File: config.mk
export PLATFORM = sky130hd
export DESIGN_NAME = mfdl_div
export DESIGN_NICKNAME = d
export VERILOG_FILES = /design/src/sv/modulated_fractional_delay_line_assert.svh /design/src/sv/mfdl_pkg.sv /design/src/sv/mfdl_div.sv
export SDC_FILE = /design/constraint.sdc
export NUM_CORES = 1
export LEC_CHECK = 0
export BUFFER_PORTS_ARGS = -buffer_cell sky130_fd_sc_hd__buf_4
export CAP_MARGIN = 20
export CORE_ASPECT_RATIO = 1.25
export CORE_MARGIN = 5
export CORE_UTILIZATION = 45
export DETAILED_ROUTE_END_ITERATION = 10
export PLACE_DENSITY = 0.67
export SKIP_CTS_REPAIR_TIMING = 1
export SLEW_MARGIN = 20
export SYNTH_ARGS = -nofsm -noshare
export SYNTH_HDL_FRONTEND = slang
export SYNTH_SLANG_ARGS = --single-unit
File: constraint.sdc
create_clock -name clk -period 9.5 [get_ports clk]
set_clock_uncertainty 0.1 [all_clocks]
set_input_delay 0.95 -clock clk [delete_from_list [all_inputs] [get_ports clk]]
set_output_delay 0.95 -clock clk [all_outputs]
set_load 0.05 [all_outputs]
File: src/sv/modulated_fractional_delay_line_assert.svh
// Assertion macros shared by the delay line RTL.
`ifndef MODULATED_FRACTIONAL_DELAY_LINE_ASSERT_SVH
`define MODULATED_FRACTIONAL_DELAY_LINE_ASSERT_SVH
`ifndef ASSERT_OFF
// Same-cycle implication, disabled while reset is asserted.
`define ASSERT_IMPLIES(lbl, ck, rn, ante, cons) \
	lbl: assert property (@(posedge ck) disable iff (!rn) (ante) |-> (cons)) \
		else $error("assertion failed");
// Next-cycle implication, disabled while reset is asserted.
`define ASSERT_NEXT(lbl, ck, rn, ante, cons) \
	lbl: assert property (@(posedge ck) disable iff (!rn) (ante) |=> (cons)) \
		else $error("assertion failed");
`else
`define ASSERT_IMPLIES(lbl, ck, rn, ante, cons)
`define ASSERT_NEXT(lbl, ck, rn, ante, cons)
`endif
`endif

File: src/sv/mfdl_pkg.sv
// Package with widths, constants, register indexes and helpers for the delay line.
package mfdl_pkg;

	localparam int DEPTH_DEF = 131072;

	localparam int AUDIO_W    = 24;
	localparam int MOD_W      = 16;
	localparam int CFG_IDX_W  = 3;
	localparam int CFG_DATA_W = 21;

	localparam int DLYUS_W = 21;
	localparam int FB_W    = 16;
	localparam int WET_W   = 17;
	localparam int COEF_W  = 16;
	localparam int SR_W    = 18;

	// Smoothed delay time in 2^-16 microsecond units, and the width of its target.
	localparam int SMOOTH_W = 38;
	localparam int TARGET_W = 37;

	// Product of smoothed time and sample rate, divided down to samples.
	localparam int PROD_W        = SMOOTH_W + SR_W;
	localparam int DIV_STEP_BITS = 8;
	localparam int DIV_STEPS     = PROD_W / DIV_STEP_BITS;
	localparam int DIV_REM_W     = 20;
	localparam logic [DIV_REM_W-1:0] US_PER_S = 20'd1000000;

	localparam logic [FB_W-1:0]         FB_MAX_Q16  = 16'd64225;
	localparam logic signed [37:0]      CHORUS_BASE = 38'sd196608000;
	localparam logic signed [13:0]      CHORUS_SPAN = 14'sd4000;
	localparam logic [WET_W-1:0]        UNITY_Q16   = 17'd65536;

	localparam int ACC_W = 44;

	typedef enum logic [CFG_IDX_W-1:0] {
		CFG_MODE        = 3'd0,
		CFG_DELAY_US    = 3'd1,
		CFG_FEEDBACK    = 3'd2,
		CFG_WET_MIX     = 3'd3,
		CFG_SMOOTH_COEF = 3'd4,
		CFG_SAMPLE_RATE = 3'd5
	} cfg_idx_t;

	// Saturates a wide signed value onto the signed 24-bit audio range.
	function automatic logic signed [AUDIO_W-1:0] sat24(input logic signed [ACC_W-1:0] v);
		logic signed [ACC_W-1:0] hi;
		logic signed [ACC_W-1:0] lo;
		hi = ACC_W'(24'sh7FFFFF);
		lo = -ACC_W'(signed'(25'sh0800000));
		if (v > hi) begin
			sat24 = 24'sh7FFFFF;
		end else if (v < lo) begin
			sat24 = 24'sh800000;
		end else begin
			sat24 = v[AUDIO_W-1:0];
		end
	endfunction

endpackage

File: src/sv/mfdl_div.sv
// Radix-256 restoring divider that turns time-by-rate products into delay samples.
module mfdl_div (
	input  logic                         clk,
	input  logic                         arst_n,
	input  logic                         start,
	input  logic [mfdl_pkg::PROD_W-1:0]  dividend,
	output logic                         done,
	output logic [mfdl_pkg::PROD_W-1:0]  quotient
);
	import mfdl_pkg::*;

	localparam int CNT_W = $clog2(DIV_STEPS);

	logic                 busy_q;
	logic                 done_q;
	logic [CNT_W-1:0]     cnt_q;
	logic [PROD_W-1:0]    sh_q;
	logic [PROD_W-1:0]    sh_nxt;
	logic [DIV_REM_W-1:0] rem_q;
	logic [DIV_REM_W-1:0] rem_nxt;
	logic [DIV_REM_W:0]   r_w;

	// Eight quotient bits per cycle; dividend bits leave at the top of the shift
	// register while quotient bits enter at the bottom.
	always_comb begin
		r_w    = {1'b0, rem_q};
		sh_nxt = sh_q;
		for (int k = 0; k < DIV_STEP_BITS; k++) begin
			r_w    = {r_w[DIV_REM_W-1:0], sh_nxt[PROD_W-1]};
			sh_nxt = {sh_nxt[PROD_W-2:0], 1'b0};
			if (r_w >= {1'b0, US_PER_S}) begin
				r_w       = r_w - {1'b0, US_PER_S};
				sh_nxt[0] = 1'b1;
			end
		end
		rem_nxt = r_w[DIV_REM_W-1:0];
	end

	always_ff @(posedge clk or negedge arst_n) begin
		if (!arst_n) begin
			busy_q <= 1'b0;
			done_q <= 1'b0;
			cnt_q  <= '0;
		end else begin
			done_q <= 1'b0;
			if (start) begin
				busy_q <= 1'b1;
				cnt_q  <= '0;
			end else if (busy_q) begin
				if (cnt_q == CNT_W'(DIV_STEPS - 1)) begin
					busy_q <= 1'b0;
					done_q <= 1'b1;
				end
				cnt_q <= cnt_q + CNT_W'(1);
			end
		end
	end

	always_ff @(posedge clk) begin
		if (start) begin
			sh_q  <= dividend;
			rem_q <= '0;
		end else if (busy_q) begin
			sh_q  <= sh_nxt;
			rem_q <= rem_nxt;
		end
	end

	assign done     = done_q;
	assign quotient = sh_q;

endmodule

==> metrics.yaml, run 1 <==
hold_violations: 0
maxSlewHeadroom_pct: 29.9
drc_errors: 0
grt_use_met2_pct: 47.0
grt_first_pass_wirelength_mm: 50.1
yosys_warnings: 0
cts.path.max_buffers: 2
final_nets: 1367
syn_inst: 1041
grt_pass1_vias: 9579
final.setup.worst_slack_ps: 307
min_period_ps: 9190
drt_iter0_markers: 928
syn_avg_cell_area_um2: 8.89
core_area_um2: 20200
insertion_delay_ps: 340
die_w_um: 138
drive_gt1_share_pct: 42.6
cts_sinks: 81
vias_per_cell: 6.23
netlist_top_cells_area: "edfxtp_1 (18%), mux2_2 (7.4%), dfxtp_1 (4.3%)"
grt_max_degree: 57
cpPeakStageDelay_ps: 600
fillers: 1795
die-area_um2: 23500
ys_ff_latch: 81
endpoint_kind: "register"
setup_viol: 0
crit_path_max_fanout: 7
drt_pass1_iterations: 5
crit_required_ps: 9660
use_met3_pct: 4.22
hold_path_class: "in -> async"
crit_slowest_cell: "or4_4"
crit_type: "reg -> reg"
r2r_start: "rem_q[12]"
startpoint_type: "register"
rows: 58
synth_edf_count: 56
synth_area_leader_cell: "edfxtp_1"
hpwl_mm: 24.9
synthesis.nets: 1111
timing.fmax_mhz: 109
outcome: "complete, no violations"
worst_pin_slew_ps: 1040
cts_tree: "built"
fin_crit_sh_pct: 96.8
slew_violations: 0
cpMostUsedCell: "buf_4"
clockRootBuffer: "clkbuf_16"
fin_util_pct: 61.6
rr_worst_depth: 40
grt_util_all_layers_pct: 25.7
synthArstFlopShare_pct: 6.17
cp.arrival_ps: 9350
r2r_setup_slack_ps: 310
vias: 9801
pre_cts_ws_ps: -215
synthDistinctLibCells: 126
synthToLayoutAreaGrowth_pct: 34.4
wirelength_mm: 32.0
netlist_area_um2: 9250
met1_usage_pct: 30.2
ys_seq_area_share_pct: 23.9
worstReg2RegEnd: "rem_q[7]"
wl_per_cell_um: 20.4
ios: 116
clk_pin_slew_worst_paths_ps: 70
num_antenna_cells: 0
gp_congestion: 0.984
top_usage_layer: "met2"
cts_buffers: 9
ant_nets: 0
cap_violations: 0
fp.dieH_um: 170
portBuffers: 115
start_util_pct: 45.9
synth_ff_type: "edfxtp_1"
grt-ovfl-total: 0
ctsHtreeMaxLevel: 3
synth_top_cell_area_share_pct: 18.2
antenna_found_initial: 0
## state kept, by name, indices dropped and copies added, names as in the netlist
signal    flops
done          1
rem_q        20
cnt_q         3
busy_q        1
quotient     56
## cells in the mapped netlist, drive strengths merged, types with 15 or more instances
library cell / n
a211oi: 26
nor2: 97
o211ai: 32
buf: 36
nor3: 37
dfxtp: 20
a21oi: 41
mux2: 65
o21ai: 53
inv: 29
edfxtp: 56
nand4: 15
nand2: 78
nor4: 17
nand3: 32
and2: 16
clkbuf: 23
and3: 18
mux2i: 27
xnor2: 49
## kinds of logic (layout without fill, tap and decap cells)
family                     after synthesis  count (layout)  synth area share [%]
AOI/OAI and AO/OA                      337             337                  31.3
xor gates and xnor gates                58              58                  5.82
adders and majority gates               11              11                  1.49
buffers and inverters                   88             349                  4.73
DFF                                     81              81                  23.9
muxes                                   92              92                  10.9
and+or+nand+nor                        374             374                  21.9
## how the worst max path moves through the flow
| stage | endpoint | cells past startpoint | start |
|---|---|---|---|
| 5_1_grt | rem_q[7] | 41 | rem_q[12] |
| 3_5_place_dp | quotient[0] | 38 | rem_q[5] |
| 3_3_place_gp | quotient[0] | 38 | rem_q[5] |
| 4_1_cts | rem_q[16] | 40 | rem_q[5] |
| 6_report | rem_q[7] | 40 | rem_q[12] |
| 2_1_floorplan | rem_q[7] | 42 | quotient[55] |
## cell type report
cell class	instances	area, um^2	area share [%]
clock buffers	10	250	2.01
clock inverters	6	56.3	0.453
inverters	29	109	0.875
multi-input cells	872	7160	57.6
flip-flops and latches	81	2210	17.8
well taps	270	338	2.72
repair buffers	304	2300	18.5
## per-layer routing
| metal | share of wire (%) | routed length (um) |
|---|---|---|
| met5 | 0 | 0 |
| met1 | 39 | 12600 |
| met3 | 6.1 | 1950 |
| met4 | 4.2 | 1350 |
| met2 | 50 | 16100 |
## worst max-delay path, delay by kind of cell, from the launching register on
kind	cells	cell delay, ps
buf+inv	5	830
mux	2	610
simple gates	10	2410
fa+ha+maj	2	430
xor+xnor	2	370
flops	1	350
compound gates	19	4000
## through the flow
stage	setup TNS (ps)	cell area (um^2)	cells	hold slack (ps)
floorplan	0	9340	1041	405
global placement	-604	11400	1529	433
detailed placement	-2050	11400	1529	434
CTS	-3410	11700	1545	289
global route	-390	12400	1572	282
finish	0	12400	1572	292
## cells in the final DEF (no fill, tap or decap), drive strengths merged, types with 9 or more instances in the layout
cell     instances
mux2i           27
and2            16
nand3           32
xor2             9
nor4            17
a211oi          26
and3            18
o31ai           12
dfxtp           20
a2111oi          9
nand4           15
inv             32
a211o            9
ha              11
o2111ai         12
o21a             9
a21oi           41
mux2            65
xnor2           49
o21ai           53
o211ai          32
a31oi           10
nor2b            9
a21o            11
nor3            37
clkbuf          10
or2             10
a221oi          12
nand2           78
buf            304
o22ai           11
edfxtp          56
nor2            97
Power of run 1 is not shown: default switching activity piles up to over one toggle a cycle in this logic, so the estimate is an artifact.
==> run 2: changes to the inputs <==
- BUFFER_PORTS_ARGS: -buffer_cell sky130_fd_sc_hd__buf_4 -> default
- DONT_BUFFER_PORTS: default -> 1
- PLACE_DENSITY: 0.67 -> default
- RECOVER_POWER: default -> 25
==> metrics.yaml, run 2 (synthesis gave the netlist of run 1 again) <==
outcome: "complete, no violations"
vias_per_cell: 6.32
wl_per_cell_um: 21.1
pre_cts_ws_ps: -291
cts_tree: "built"
final_cell_mix: "buf_4 (190), nor2_1 (92), nand2_1 (73)"
maxSlewHeadroom_pct: 37.7
cts_buffers: 9
grt_first_pass_wirelength_mm: 49.0
cap_violations: 0
cpPeakStageDelay_ps: 530
min_period_ps: 9130
r2r_setup_slack_ps: 370
hold_violations: 0
start_util_pct: 45.9
slew_violations: 0
drt_iter0_markers: 721
use_met3_pct: 4.16
hpwl_mm: 24.7
vias: 9228
fp.dieH_um: 170
clockRootBuffer: "clkbuf_16"
hold_ws_ps: 190
clk_pin_slew_worst_paths_ps: 70
wirelength_mm: 30.8
insertion_delay_ps: 350
drc_errors: 0
startpoint_type: "register"
final_nets: 1254
crit_slowest_cell: "a2111oi_2"
die-area_um2: 23500
endpoint_kind: "register"
hold_path_class: "in -> async"
drive_gt1_share_pct: 36.2
portBuffers: 0
crit_type: "reg -> reg"
fin_crit_sh_pct: 96.1
synthToLayoutAreaGrowth_pct: 23.5
core_area_um2: 20200
crit_required_ps: 9670
ios: 116
worstReg2RegEnd: "rem_q[7]"
drt_pass1_iterations: 6
cts_sinks: 81
final.setup.worst_slack_ps: 366
grt_max_degree: 80
fillers: 1900
worst_pin_slew_ps: 928
cp.arrival_ps: 9300
largest_reg_flops: 56
r2r_start: "rem_q[5]"
cpMostUsedCell: "buf_4"
ant_nets: 0
met1_usage_pct: 30.1
grt-ovfl-total: 0
top_usage_layer: "met2"
grt_pass1_vias: 9044
grt_use_met2_pct: 45.6
crit_path_max_fanout: 12
timing.fmax_mhz: 109
setup_viol: 0
layout_commonest_cell: "buf_4"
gp_congestion: 0.969
rr_worst_depth: 38
grt_util_all_layers_pct: 25.2
antenna_found_initial: 0
die_w_um: 138
ctsHtreeMaxLevel: 3
rows: 58
cts.path.max_buffers: 2
num_antenna_cells: 0
-- run 2: cell count changes in the layout (fill, tap and decap cells not counted), sizes merged --
cell / before / now
clkinv: 2 / 3
buf: 304 / 191
clkinvlp: 1 / 0
inv: 32 / 33
clkbuf: 10 / 9
-- run 2: critical path: cells and delay by family, from the launching register on --
kind / cells / cell delay [ps]
compound gates: 21 / 4760
mux: 2 / 590
simple gates: 3 / 700
flops: 1 / 350
xor+xnor: 3 / 790
buf+inv: 8 / 1530
fa+ha+maj: 1 / 200
-- run 2: final cells by class --
class                           instances  area (um^2)  area share, %
Clock inverter                          7         81.3          0.712
Clock buffer                            9          225           1.97
Sequential cell                        81         2210           19.4
Multi-Input combinational cell        872         7030           61.5
Timing Repair Buffer                  191         1440           12.6
Tap cell                              270          338           2.96
Inverter                               29          109          0.952
-- run 2: routing by layer --
metal  vias up  wire length (um)  part of all wire [%]
met5         -                 0                     0
met4         0              1000                   3.2
met3        71              2030                   6.6
met2       395             15700                    51
met1      4395             12100                    39
li1       4367                 -                     -
-- run 2: worst max-delay path by stage --
| stage | start | endpoint | slack, ps | depth (start not counted) |
|---|---|---|---|---|
| floorplan | quotient[55] | rem_q[7] | 10 | 42 |
| global placement | rem_q[6] | rem_q[16] | -220 | 41 |
| detailed placement | rem_q[6] | rem_q[16] | -290 | 41 |
| CTS | rem_q[6] | rem_q[16] | -370 | 41 |
| global route | rem_q[6] | rem_q[11] | -40 | 41 |
| finish | rem_q[5] | rem_q[7] | 370 | 38 |
-- run 2: stage by stage --
step / cells / cell area (um^2) / util, % / TNS (ps)
global placement: 1425 / 10600 / 52.8 / -1980
CTS: 1441 / 10900 / 54.3 / -3410
detailed placement: 1425 / 10600 / 52.8 / -2430
floorplan: 1041 / 9340 / - / 0
global route: 1459 / 11400 / 56.6 / -136
finish: 1459 / 11400 / 56.6 / 0
Power of run 2 is left out for the same reason.
